`config.mk`:
```
export PLATFORM = sky130hd
export DESIGN_NAME = go_to_goal_velocity_controller_top_flat
export DESIGN_NICKNAME = d
export VERILOG_FILES = /design/src/hdl/gvc_pkg.sv /design/src/hdl/gvc_if.sv /design/src/hdl/gvc_cordic.sv /design/src/hdl/go_to_goal_velocity_controller_top.sv /design/src/flat_wrapper.sv
export VERILOG_INCLUDE_DIRS = /design/src /design/src/hdl
export SDC_FILE = /design/constraint.sdc
export NUM_CORES = 2
export LEC_CHECK = 0
export BUFFER_PORTS_ARGS = -buffer_cell sky130_fd_sc_hd__buf_2
export CORE_MARGIN = 10
export CORE_UTILIZATION = 50
export CTS_BUF_LIST = sky130_fd_sc_hd__clkbuf_8
export DETAILED_ROUTE_END_ITERATION = 8
export PLACE_DENSITY_LB_ADDON = 0.15
export SLEW_MARGIN = 20
export SYNTH_ARGS = -nofsm -noshare
export SYNTH_HDL_FRONTEND = slang
export SYNTH_SLANG_ARGS = --single-unit
```
`constraint.sdc`:
```
create_clock -name clk -period 8 [get_ports clk]
set_clock_uncertainty 0.05 [all_clocks]
set_input_delay 0.8 -clock clk [delete_from_list [all_inputs] [get_ports clk]]
set_output_delay 0.8 -clock clk [all_outputs]
set_load 0.1 [all_outputs]
```
`src/hdl/go_to_goal_velocity_controller_top_macros.svh`:
```
// Assertion macros for the go-to-goal velocity controller.
`ifndef GO_TO_GOAL_VELOCITY_CONTROLLER_TOP_MACROS_SVH
`define GO_TO_GOAL_VELOCITY_CONTROLLER_TOP_MACROS_SVH

// Same-cycle implication, sampled on clk, off during reset.
`define GVC_ASSERT_NOW(label, ante, cons, msg) \
    label: assert property (@(posedge clk) disable iff (!rst_n) (ante) |-> (cons)) \
        else $error(msg);

// Next-cycle implication, sampled on clk, off during reset.
`define GVC_ASSERT_NEXT(label, ante, cons, msg) \
    label: assert property (@(posedge clk) disable iff (!rst_n) (ante) |=> (cons)) \
        else $error(msg);

`endif

```
`src/hdl/gvc_pkg.sv`:
```
// Shared widths, constants, types and the arctangent table of the controller.
package gvc_pkg;

    // Field widths
    localparam int POS_W      = 27;
    localparam int HEAD_W     = 19;
    localparam int GAIN_W     = 20;
    localparam int TOL_W      = 18;
    localparam int SPEED_W    = 20;
    localparam int RADIUS_W   = 20;
    localparam int RATE_W     = 22;

    // Configuration port
    localparam int CFG_IDX_W  = 3;
    localparam int CFG_DATA_W = 27;

    localparam logic [CFG_IDX_W-1:0] REG_GOAL_X    = 3'd0;
    localparam logic [CFG_IDX_W-1:0] REG_GOAL_Y    = 3'd1;
    localparam logic [CFG_IDX_W-1:0] REG_TURN_GAIN = 3'd2;
    localparam logic [CFG_IDX_W-1:0] REG_HEAD_TOL  = 3'd3;
    localparam logic [CFG_IDX_W-1:0] REG_SPEED_LIM = 3'd4;
    localparam logic [CFG_IDX_W-1:0] REG_ARRIVAL_R = 3'd5;

    // Register reset values
    localparam logic signed [POS_W-1:0] GOAL_X_RST     = 27'sd380109;
    localparam logic signed [POS_W-1:0] GOAL_Y_RST     = 27'sd609485;
    localparam logic [GAIN_W-1:0]       TURN_GAIN_RST  = 20'd65536;
    localparam logic [TOL_W-1:0]        HEAD_TOL_RST   = 18'd6554;
    localparam logic [SPEED_W-1:0]      SPEED_LIM_RST  = 20'd45875;
    localparam logic [RADIUS_W-1:0]     ARRIVAL_R_RST  = 20'd6554;

    // Datapath widths
    localparam int DXY_W      = POS_W + 1;   // goal minus position
    localparam int XY_W       = 32;          // CORDIC x/y with gain growth
    localparam int Z_W        = 20;          // accumulated angle
    localparam int ERR_W      = 21;          // heading error before wrap
    localparam int DIST_W     = XY_W - 1;
    localparam int KINV_W     = 30;
    localparam int DPROD_W    = DIST_W + KINV_W;
    localparam int RPROD_W    = 2 * ERR_W;
    localparam int RATEF_W    = RPROD_W - 16;
    localparam int ATAN_IDX_W = 5;

    localparam int CORDIC_STEPS_DEF = 16;

    // Angle constants, Q16.16
    localparam logic signed [Z_W-1:0]   Z_HALF_PI  = 20'sd102944;
    localparam logic signed [ERR_W-1:0] ERR_PI     = 21'sd205887;
    localparam logic signed [ERR_W-1:0] ERR_TWO_PI = 21'sd411775;

    // CORDIC gain correction 0.60725293 in Q2.30
    localparam logic [KINV_W-1:0] KINV_Q30 = 30'd652032874;

    // Angular rate saturation bound
    localparam logic signed [RATEF_W-1:0] RATEF_MAX = 26'sd1647100;

    // CORDIC status toward the sequencer
    typedef struct packed {
        logic busy;
        logic done;
    } cordic_stat_t;

    // atan(2^-i) in Q16.16, rounded
    function automatic logic [Z_W-1:0] atan_q16(input logic [ATAN_IDX_W-1:0] idx);
        logic [Z_W-1:0] val;
        case (idx)
            5'd0:    val = 20'd51472;
            5'd1:    val = 20'd30386;
            5'd2:    val = 20'd16055;
            5'd3:    val = 20'd8150;
            5'd4:    val = 20'd4091;
            5'd5:    val = 20'd2047;
            5'd6:    val = 20'd1024;
            5'd7:    val = 20'd512;
            5'd8:    val = 20'd256;
            5'd9:    val = 20'd128;
            5'd10:   val = 20'd64;
            5'd11:   val = 20'd32;
            5'd12:   val = 20'd16;
            5'd13:   val = 20'd8;
            5'd14:   val = 20'd4;
            5'd15:   val = 20'd2;
            5'd16:   val = 20'd1;
            default: val = '0;
        endcase
        return val;
    endfunction

endpackage

```
`src/hdl/gvc_if.sv`:
```
// Valid/ready channel interfaces for pose samples and velocity commands.
interface gvc_pose_if;
    logic                                valid;
    logic                                ready;
    logic signed [gvc_pkg::POS_W-1:0]    pos_x;
    logic signed [gvc_pkg::POS_W-1:0]    pos_y;
    logic signed [gvc_pkg::HEAD_W-1:0]   heading;

    modport source (output valid, output pos_x, output pos_y, output heading, input ready);
    modport sink   (input valid, input pos_x, input pos_y, input heading, output ready);
endinterface

interface gvc_cmd_if;
    logic                                valid;
    logic                                ready;
    logic [gvc_pkg::SPEED_W-1:0]         linear_speed;
    logic signed [gvc_pkg::RATE_W-1:0]   angular_rate;
    logic                                arrived;

    modport source (output valid, output linear_speed, output angular_rate, output arrived,
                    input ready);
    modport sink   (input valid, input linear_speed, input angular_rate, input arrived,
                    output ready);
endinterface

```
`src/hdl/gvc_cordic.sv`:
```
// Iterative vectoring-mode CORDIC: one micro-rotation per cycle.
module gvc_cordic #(
    parameter int STEPS = gvc_pkg::CORDIC_STEPS_DEF
) (
    input  logic                               clk,
    input  logic                               rst_n,
    input  logic                               start,
    input  logic signed [gvc_pkg::DXY_W-1:0]   dx,
    input  logic signed [gvc_pkg::DXY_W-1:0]   dy,
    output gvc_pkg::cordic_stat_t              stat,
    output logic signed [gvc_pkg::XY_W-1:0]    x_out,
    output logic signed [gvc_pkg::Z_W-1:0]     z_out
);
    import gvc_pkg::*;

    localparam int CNT_W = (STEPS > 1) ? $clog2(STEPS) : 1;
    localparam logic [CNT_W-1:0] CNT_LAST = CNT_W'(STEPS - 1);

    logic signed [XY_W-1:0] x_reg, x_next;
    logic signed [XY_W-1:0] y_reg, y_next;
    logic signed [Z_W-1:0]  z_reg, z_next;
    logic [CNT_W-1:0]       cnt_reg, cnt_next;
    logic                   busy_reg, busy_next;
    logic                   done_reg, done_next;

    logic signed [XY_W-1:0] dx_ext, dy_ext;
    logic signed [XY_W-1:0] xs, ys;
    logic [Z_W-1:0]         atan_val;

    assign dx_ext   = XY_W'(dx);
    assign dy_ext   = XY_W'(dy);
    assign xs       = x_reg >>> cnt_reg;
    assign ys       = y_reg >>> cnt_reg;
    assign atan_val = atan_q16(ATAN_IDX_W'(cnt_reg));

    // Load with quadrant pre-rotation, then steer on the sign of y
    always_comb
    begin
        x_next    = x_reg;
        y_next    = y_reg;
        z_next    = z_reg;
        cnt_next  = cnt_reg;
        busy_next = busy_reg;
        done_next = 1'b0;
        if (start)
        begin
            cnt_next  = '0;
            busy_next = 1'b1;
            if (dx_ext < 0)
            begin
                if (dy_ext >= 0)
                begin
                    x_next = dy_ext;
                    y_next = -dx_ext;
                    z_next = Z_HALF_PI;
                end
                else
                begin
                    x_next = -dy_ext;
                    y_next = dx_ext;
                    z_next = -Z_HALF_PI;
                end
            end
            else
            begin
                x_next = dx_ext;
                y_next = dy_ext;
                z_next = '0;
            end
        end
        else if (busy_reg)
        begin
            if (y_reg >= 0)
            begin
                x_next = x_reg + ys;
                y_next = y_reg - xs;
                z_next = z_reg + $signed(atan_val);
            end
            else
            begin
                x_next = x_reg - ys;
                y_next = y_reg + xs;
                z_next = z_reg - $signed(atan_val);
            end
            cnt_next = cnt_reg + 1'b1;
            if (cnt_reg == CNT_LAST)
            begin
                busy_next = 1'b0;
                done_next = 1'b1;
            end
        end
    end

    // Control state
    always_ff @(posedge clk or negedge rst_n)
    begin
        if (!rst_n)
        begin
            cnt_reg  <= '0;
            busy_reg <= 1'b0;
            done_reg <= 1'b0;
        end
        else
        begin
            cnt_reg  <= cnt_next;
            busy_reg <= busy_next;
            done_reg <= done_next;
        end
    end

    // Datapath
    always_ff @(posedge clk)
    begin
        x_reg <= x_next;
        y_reg <= y_next;
        z_reg <= z_next;
    end

    assign stat.busy = busy_reg;
    assign stat.done = done_reg;
    assign x_out     = x_reg;
    assign z_out     = z_reg;

endmodule

```
`src/hdl/go_to_goal_velocity_controller_top.sv`:
```
// Top level of the go-to-goal velocity controller.
//
//  channel | dir | handshake    | payload
//  pose    | in  | valid/ready  | pos_x, pos_y, heading
//  cmd     | out | valid/ready  | linear_speed, angular_rate, arrived
//  cfg     | in  | cfg_we       | cfg_index, cfg_wdata
//
// A pose runs from transfer through the CORDIC iterations and the DIST,
// CHECK, RATE, SAT and FINISH steps to the output register; CHECK jumps to
// FINISH at the goal, and so does every later pose from idle. One pose is
// in work at a time; pose.ready is high only while the sequencer is idle. A
// result waiting on cmd.ready holds the sequencer in its final step. Reset is
// asynchronous and loads the register defaults; there is no clearing pass.
`include "go_to_goal_velocity_controller_top_macros.svh"

module go_to_goal_velocity_controller_top #(
    parameter int CORDIC_STEPS = gvc_pkg::CORDIC_STEPS_DEF
) (
    input  logic                               clk,
    input  logic                               rst_n,
    gvc_pose_if.sink                           pose,
    gvc_cmd_if.source                          cmd,
    input  logic                               cfg_we,
    input  logic [gvc_pkg::CFG_IDX_W-1:0]      cfg_index,
    input  logic [gvc_pkg::CFG_DATA_W-1:0]     cfg_wdata
);
    import gvc_pkg::*;

    localparam logic [2:0] S_IDLE   = 3'd0;
    localparam logic [2:0] S_ITER   = 3'd1;
    localparam logic [2:0] S_DIST   = 3'd2;
    localparam logic [2:0] S_CHECK  = 3'd3;
    localparam logic [2:0] S_RATE   = 3'd4;
    localparam logic [2:0] S_SAT    = 3'd5;
    localparam logic [2:0] S_FINISH = 3'd6;

    // Configuration registers
    logic signed [POS_W-1:0] goal_x_reg;
    logic signed [POS_W-1:0] goal_y_reg;
    logic [GAIN_W-1:0]       turn_gain_reg;
    logic [TOL_W-1:0]        head_tol_reg;
    logic [SPEED_W-1:0]      speed_limit_reg;
    logic [RADIUS_W-1:0]     arrival_r_reg;

    // Control
    logic [2:0] state_reg, state_next;
    logic       reached_flag_reg, reached_flag_next;
    logic       out_valid_reg, out_valid_next;

    // Payload
    logic signed [HEAD_W-1:0]  hd_reg, hd_next;
    logic [DPROD_W-1:0]        dprod_reg, dprod_next;
    logic [DIST_W-1:0]         dist_reg, dist_next;
    logic signed [ERR_W-1:0]   err_reg, err_next;
    logic signed [RPROD_W-1:0] rprod_reg, rprod_next;
    logic [SPEED_W-1:0]        res_speed_reg, res_speed_next;
    logic signed [RATE_W-1:0]  res_rate_reg, res_rate_next;
    logic                      res_arr_reg, res_arr_next;
    logic [SPEED_W-1:0]        out_speed_reg, out_speed_next;
    logic signed [RATE_W-1:0]  out_rate_reg, out_rate_next;
    logic                      out_arr_reg, out_arr_next;

    // CORDIC hookup
    logic                   cordic_start;
    cordic_stat_t           cordic_stat;
    logic signed [DXY_W-1:0] dx, dy;
    logic signed [XY_W-1:0] cordic_x;
    logic signed [Z_W-1:0]  cordic_z;

    // Intermediate terms
    logic                      pose_xfer, cmd_xfer;
    logic [DIST_W-1:0]         ux;
    logic [DPROD_W-1:0]        dsum;
    logic [DIST_W-1:0]         dist_w;
    logic signed [ERR_W-1:0]   err_raw;
    logic signed [ERR_W-1:0]   err_wrap;
    logic signed [RPROD_W-1:0] rsum;
    logic signed [RATEF_W-1:0] rate_full;
    logic signed [RATEF_W-1:0] rate_sat;
    logic signed [ERR_W-1:0]   aerr;
    logic [SPEED_W-1:0]        speed_min;

    assign pose_xfer = pose.valid && pose.ready;
    assign cmd_xfer  = cmd.valid && cmd.ready;

    assign dx = DXY_W'(goal_x_reg) - DXY_W'(pose.pos_x);
    assign dy = DXY_W'(goal_y_reg) - DXY_W'(pose.pos_y);
    assign cordic_start = pose_xfer && !reached_flag_reg;

    gvc_cordic #(
        .STEPS (CORDIC_STEPS)
    ) u_cordic (
        .clk   (clk),
        .rst_n (rst_n),
        .start (cordic_start),
        .dx    (dx),
        .dy    (dy),
        .stat  (cordic_stat),
        .x_out (cordic_x),
        .z_out (cordic_z)
    );

    // Scale the CORDIC magnitude by the inverse gain, round half up
    assign ux     = cordic_x[XY_W-1] ? '0 : cordic_x[DIST_W-1:0];
    assign dsum   = dprod_reg + (DPROD_W'(1) << 29);
    assign dist_w = dsum[DPROD_W-1:30];

    // Heading error, wrapped into [-pi, pi]
    assign err_raw = ERR_W'(cordic_z) - ERR_W'(hd_reg);
    always_comb
    begin
        if (err_raw > ERR_PI)
        begin
            err_wrap = err_raw - ERR_TWO_PI;
        end
        else if (err_raw < -ERR_PI)
        begin
            err_wrap = err_raw + ERR_TWO_PI;
        end
        else
        begin
            err_wrap = err_raw;
        end
    end

    // Round and saturate the rate, gate the speed on heading error
    assign rsum      = rprod_reg + RPROD_W'(32768);
    assign rate_full = $signed(rsum[RPROD_W-1:16]);
    assign rate_sat  = (rate_full > RATEF_MAX)  ? RATEF_MAX :
                       (rate_full < -RATEF_MAX) ? -RATEF_MAX : rate_full;
    assign aerr      = (err_reg < 0) ? -err_reg : err_reg;
    assign speed_min = (dist_reg < DIST_W'(speed_limit_reg)) ? dist_reg[SPEED_W-1:0]
                                                             : speed_limit_reg;

    // Sequencer
    always_comb
    begin
        state_next        = state_reg;
        reached_flag_next = reached_flag_reg;
        hd_next           = hd_reg;
        dprod_next        = dprod_reg;
        dist_next         = dist_reg;
        err_next          = err_reg;
        rprod_next        = rprod_reg;
        res_speed_next    = res_speed_reg;
        res_rate_next     = res_rate_reg;
        res_arr_next      = res_arr_reg;
        out_valid_next    = out_valid_reg && !cmd_xfer;
        out_speed_next    = out_speed_reg;
        out_rate_next     = out_rate_reg;
        out_arr_next      = out_arr_reg;
        case (state_reg)
            S_IDLE:
            begin
                if (pose_xfer)
                begin
                    hd_next = pose.heading;
                    if (reached_flag_reg)
                    begin
                        res_speed_next = '0;
                        res_rate_next  = '0;
                        res_arr_next   = 1'b1;
                        state_next     = S_FINISH;
                    end
                    else
                    begin
                        state_next = S_ITER;
                    end
                end
            end
            S_ITER:
            begin
                if (cordic_stat.done)
                begin
                    state_next = S_DIST;
                end
            end
            S_DIST:
            begin
                dprod_next = DPROD_W'(ux) * DPROD_W'(KINV_Q30);
                state_next = S_CHECK;
            end
            S_CHECK:
            begin
                dist_next = dist_w;
                err_next  = err_wrap;
                if (dist_w < DIST_W'(arrival_r_reg))
                begin
                    reached_flag_next = 1'b1;
                    res_speed_next    = '0;
                    res_rate_next     = '0;
                    res_arr_next      = 1'b1;
                    state_next        = S_FINISH;
                end
                else
                begin
                    state_next = S_RATE;
                end
            end
            S_RATE:
            begin
                rprod_next = RPROD_W'($signed({1'b0, turn_gain_reg})) * RPROD_W'(err_reg);
                state_next = S_SAT;
            end
            S_SAT:
            begin
                res_rate_next  = RATE_W'(rate_sat);
                res_speed_next = ($unsigned(aerr) < ERR_W'(head_tol_reg)) ? speed_min : '0;
                res_arr_next   = 1'b0;
                state_next     = S_FINISH;
            end
            S_FINISH:
            begin
                if (!out_valid_reg || cmd.ready)
                begin
                    out_valid_next = 1'b1;
                    out_speed_next = res_speed_reg;
                    out_rate_next  = res_rate_reg;
                    out_arr_next   = res_arr_reg;
                    state_next     = S_IDLE;
                end
            end
            default:
            begin
                state_next = S_IDLE;
            end
        endcase
    end

    // Control state
    always_ff @(posedge clk or negedge rst_n)
    begin
        if (!rst_n)
        begin
            state_reg        <= S_IDLE;
            reached_flag_reg <= 1'b0;
            out_valid_reg    <= 1'b0;
        end
        else
        begin
            state_reg        <= state_next;
            reached_flag_reg <= reached_flag_next;
            out_valid_reg    <= out_valid_next;
        end
    end

    // Payload
    always_ff @(posedge clk)
    begin
        hd_reg        <= hd_next;
        dprod_reg     <= dprod_next;
        dist_reg      <= dist_next;
        err_reg       <= err_next;
        rprod_reg     <= rprod_next;
        res_speed_reg <= res_speed_next;
        res_rate_reg  <= res_rate_next;
        res_arr_reg   <= res_arr_next;
        out_speed_reg <= out_speed_next;
        out_rate_reg  <= out_rate_next;
        out_arr_reg   <= out_arr_next;
    end

    // Configuration writes; unknown indexes drop
    always_ff @(posedge clk or negedge rst_n)
    begin
        if (!rst_n)
        begin
            goal_x_reg      <= GOAL_X_RST;
            goal_y_reg      <= GOAL_Y_RST;
            turn_gain_reg   <= TURN_GAIN_RST;
            head_tol_reg    <= HEAD_TOL_RST;
            speed_limit_reg <= SPEED_LIM_RST;
            arrival_r_reg   <= ARRIVAL_R_RST;
        end
        else if (cfg_we)
        begin
            case (cfg_index)
                REG_GOAL_X:    goal_x_reg      <= $signed(cfg_wdata[POS_W-1:0]);
                REG_GOAL_Y:    goal_y_reg      <= $signed(cfg_wdata[POS_W-1:0]);
                REG_TURN_GAIN: turn_gain_reg   <= cfg_wdata[GAIN_W-1:0];
                REG_HEAD_TOL:  head_tol_reg    <= cfg_wdata[TOL_W-1:0];
                REG_SPEED_LIM: speed_limit_reg <= cfg_wdata[SPEED_W-1:0];
                REG_ARRIVAL_R: arrival_r_reg   <= cfg_wdata[RADIUS_W-1:0];
                default:       ;
            endcase
        end
    end

    // Channel outputs
    assign pose.ready       = (state_reg == S_IDLE);
    assign cmd.valid        = out_valid_reg;
    assign cmd.linear_speed = out_speed_reg;
    assign cmd.angular_rate = out_rate_reg;
    assign cmd.arrived      = out_arr_reg;

    // Checks
    `GVC_ASSERT_NEXT(a_reached_sticky, reached_flag_reg, reached_flag_reg, "reached flag dropped")
    `GVC_ASSERT_NOW(a_arrived_zero, cmd.valid && cmd.arrived, cmd.linear_speed == '0 && cmd.angular_rate == '0, "nonzero command after arrival")
    `GVC_ASSERT_NOW(a_speed_cap, cmd.valid, cmd.linear_speed <= speed_limit_reg, "speed above limit")
    `GVC_ASSERT_NEXT(a_accept_path, pose_xfer, state_reg == S_ITER || state_reg == S_FINISH, "bad state after pose transfer")

endmodule
```
`src/flat_wrapper.sv`:
```
// flat-port wrapper written by rule: the top's interface ports become plain ports
module go_to_goal_velocity_controller_top_flat import gvc_pkg::*;
#(
    parameter int CORDIC_STEPS = gvc_pkg::CORDIC_STEPS_DEF
)
  (clk, rst_n, cfg_we, cfg_index, cfg_wdata, pose_valid, pose_pos_x, pose_pos_y, pose_heading, pose_ready, cmd_valid, cmd_linear_speed, cmd_angular_rate, cmd_arrived, cmd_ready);
  gvc_pose_if pose_i ();
  gvc_cmd_if cmd_i ();
  input  logic clk;
  input  logic rst_n;
  input  logic cfg_we;
  input  logic [gvc_pkg::CFG_IDX_W-1:0] cfg_index;
  input  logic [gvc_pkg::CFG_DATA_W-1:0] cfg_wdata;
  input wire logic [$bits(pose_i.valid)-1:0] pose_valid;
  input wire logic [$bits(pose_i.pos_x)-1:0] pose_pos_x;
  input wire logic [$bits(pose_i.pos_y)-1:0] pose_pos_y;
  input wire logic [$bits(pose_i.heading)-1:0] pose_heading;
  output wire logic [$bits(pose_i.ready)-1:0] pose_ready;
  output wire logic [$bits(cmd_i.valid)-1:0] cmd_valid;
  output wire logic [$bits(cmd_i.linear_speed)-1:0] cmd_linear_speed;
  output wire logic [$bits(cmd_i.angular_rate)-1:0] cmd_angular_rate;
  output wire logic [$bits(cmd_i.arrived)-1:0] cmd_arrived;
  input wire logic [$bits(cmd_i.ready)-1:0] cmd_ready;
  assign pose_i.valid = pose_valid;
  assign pose_i.pos_x = pose_pos_x;
  assign pose_i.pos_y = pose_pos_y;
  assign pose_i.heading = pose_heading;
  assign pose_ready = pose_i.ready;
  assign cmd_valid = cmd_i.valid;
  assign cmd_linear_speed = cmd_i.linear_speed;
  assign cmd_angular_rate = cmd_i.angular_rate;
  assign cmd_arrived = cmd_i.arrived;
  assign cmd_i.ready = cmd_ready;
  go_to_goal_velocity_controller_top #(.CORDIC_STEPS(CORDIC_STEPS)) u_core (.clk(clk), .rst_n(rst_n), .pose(pose_i), .cmd(cmd_i), .cfg_we(cfg_we), .cfg_index(cfg_index), .cfg_wdata(cfg_wdata));
endmodule
```
==> summary.txt <==
Synth
  – Post-synthesis xor/xnor area fraction: under 10%
  – Cell area after synthesis: 65200 um^2
  – Yosys warning count: 0
  – Post-synthesis mux area share: 5.77%
  – Synth cell types: 94
  – Post-synth EDFFs: 300
  – Mapped Cells: 6818
  – Post-synth top area cell: fa_1
  – #FFs+latches synth: ~440
  – Simple-gate share of the synthesized area: 12.5%
  – Yosys top cell area share: a little under a quarter
  – Syn_area_per_cell: 9.56 um^2
  – Ys flop type: edfxtp_1
  – Register area share after synthesis: 19.4%
  – Syn nets: between 8000 and 9000
  – Post-Synth Adder-Cell Area: 37.9%
  – Largest cells by area after synthesis: fa_1 24%, ha_1 14%, edfxtp_1 14%
  – Post-synth ARST share: 32.3%
  – Compound-Gate Fraction of Synth Area: between 10% and 20%
  – Main combinational cell family by area after synthesis: adder cells

Routing
  – Drt pass-1 iters: 5
  – Avg WL per Cell: roughly 22 um
  – Final WL: 197 mm
  – Antenna viol nets, final: 0
  – DR vias/cell: 5.58
  – Initial DRC Count: 3605
  – # DRC: 0
  – Via count: 50610

Clock tree
  – # H-tree levels: 3
  – Num CTS Buffers: 82
  – Largest buffer count on any clock path: 3
  – CTS tree: yes
  – Clk_lat worst skew: 0.80 ns
  – Clk sinks: approximately 440
  – Clock-pin slew on the worst setup and hold paths: 0.06 ns
  – Clock root buffer: clkbuf_8

Floorplanning
  – CORE AREA: 129000 um^2
  – Die X-Extent: ~380 um
  – IO Pins: 153
  – Die area: around 150000 um^2
  – Cell Rows: 132
  – Starting density of the core: 50.3%
  – DIE HEIGHT: 381 um

Cells and area
  – Commonest cells after routing, fill and taps aside: 1199 x inv_1, 760 x fa_1, 721 x ha_1
  – Final Cell Area: about 73000 um^2
  – Synth-to-Final Area Change: 11.8%
  – Most common cell after layout, fill and taps aside: inv_1
  – Share of layout cells above drive strength 1: 15.4%
  – Nets: 8878
  – Fillers: 11825

Worst setup path
  – Critical path's slowest cell: fa_1
  – Crit path max fanout: 6
  – Setup CP Type: flop to flop
  – Worst Path Required: 8.47 ns
  – Crit path launch type: flop
  – WP data arrival: ~8.4 ns
  – R2R cell count: 28
  – Critical Path Sink: u_core.dprod_reg[60]
  – Reg2Reg Capture Point: u_core.dprod_reg[60]
  – Crit Reg-Reg Startpoint: u_core.u_cordic.x_out[31]
  – Critical Path End Type: flop
  – Largest stage delay, worst path: 0.57 ns
  – CP most frequent cell: fa_1
  – R2R Setup Slk: about 0.056 ns
  – Critical path launch point: u_core.u_cordic.x_out[31]

Timing
  – Post-route clock period utilization: approximately 100%
  – Final hold vios: 0
  – Fin crit period: about 7.9 ns
  – Slew @ Worst Pin: 1.12 ns
  – Setup violations, final: 0
  – Final Max Tran Viols: 0
  – RSZ-0062 raised after global routing: true
  – Maximum clock rate: 126 MHz
  – Max-slew headroom: 25.4%

Global route
  – Initial antenna violation count: 12
  – Global-route wire length before repair: about 300 mm
  – Vias in the first global route: 51184
  – Tot GR Track Use: 26.8%
  – GRT overflow: 0
  – Largest net degree at the start of global routing: 80

Min path
  – HP Class: input pin to flop

Flow run
  – Max-capacitance violation count: 0

Placement
  – Detailed placer's ending HPWL: ~170 mm
  – Placed inst area: ~71000 um^2
  – Buffers added on ports: 152
  – Final RePlAce weighted congestion: 0.986

Outcome
  – Status: complete, no violations
[metal layers]
layer	global-route usage, %	share of wire (%)
met2	44.2	47
met1	35.9	43
met5	0	0.045
met4	7.90	3.5
met3	4.76	6.5
[what timing repair did]
item / CTS / global route
resized for setup: 29 / 75
buffers inserted: 2 / 8
hold buffers: 1 / 0
pin swaps: 11 / 45
cloned: 0 / 1
endpoints found under the hold margin: 5 / 0
endpoints found under the setup margin: 24 / 15
[logic make-up (layout without fill, tap and decap cells)]
| logic type | Yosys count | after routing |
|---|---|---|
| flops | 443 | 443 |
| buf+inv | 1449 | 1959 |
| simple gates | 1670 | 1670 |
| mux | 261 | 261 |
| compound gates | 1101 | 1101 |
| fa+ha+maj | 1511 | 1511 |
| other cells | 0 | 6 |
| xor+xnor | 383 | 383 |
[how the worst min path moves through the flow]
stage,startpoint,end,cells past startpoint
after global routing,pose_heading[8],u_core.hd_reg[8],1
after floorplan,u_core.res_rate_reg[0],u_core.cmd.angular_rate[0],0
after global placement,u_core.res_speed_reg[3],u_core.cmd.linear_speed[3],0
final,pose_heading[8],u_core.hd_reg[8],1
after CTS,pose_heading[8],u_core.hd_reg[8],1
after detailed placement,u_core.res_rate_reg[10],u_core.cmd.angular_rate[10],0
[worst max-delay path, delay by kind of cell, from the launching register on]
family | cells | cell delay, ns
AO/OA/AOI/OAI | 7 | 1.13
XOR/XNOR | 1 | 0.07
adder cells (fa/ha/maj) | 9 | 4.40
buffers and inverters | 7 | 0.82
flip-flops | 1 | 0.44
AND/OR/NAND/NOR | 4 | 0.78
[area by class of cell]
cell class	instances	area (um^2)	area share (%)
multi-input cells	4926	47500	65.1
diodes	6	15.0	0.0206
clock inverters	58	452	0.620
clock buffers	95	1310	1.79
inverters	1205	4540	6.22
flip-flops and latches	443	12700	17.4
well taps	1742	2180	2.99
repair buffers	601	4260	5.84
[synthesized netlist by cell type, types with 25 or more instances]
library cell,instances
or3_1,26
edfxtp_1,300
dfstp_2,45
o21bai_1,26
o21a_1,48
o21ai_0,263
nor3_1,88
xnor2_1,237
o211ai_1,51
nand3_1,97
and2_1,192
or2_2,25
a211oi_1,43
a21o_1,110
o31ai_1,39
nand2_1,554
inv_1,1200
a21oi_1,270
mux2_2,124
xor2_1,146
dfrtp_1,98
nand2b_1,86
clkbuf_1,206
mux4_2,79
ha_1,735
nor2_1,338
nand4_1,52
fa_1,776
nor2b_1,63
a31oi_1,49
and3_1,46
mux2i_1,54
[metrics by stage]
step | util [%] | hold WS (ns) | std cells | setup slack [ns] | TNS [ns]
floorplan | - | 0.350 | 6818 | 0.00141 | 0
global placement | 54.5 | 0.352 | 8905 | -0.739 | -6.51
detailed placement | 54.5 | 0.355 | 8905 | -0.804 | -8.52
CTS | 56.0 | 0.118 | 9061 | 0.0106 | 0
global route | 56.3 | 0.126 | 9071 | -0.221 | -0.967
finish | 56.3 | 0.175 | 9076 | 0.0556 | 0
Power is left out: the tool's default activity adds up to more than one toggle a clock period on the data nets, which glitch-free logic cannot reach.
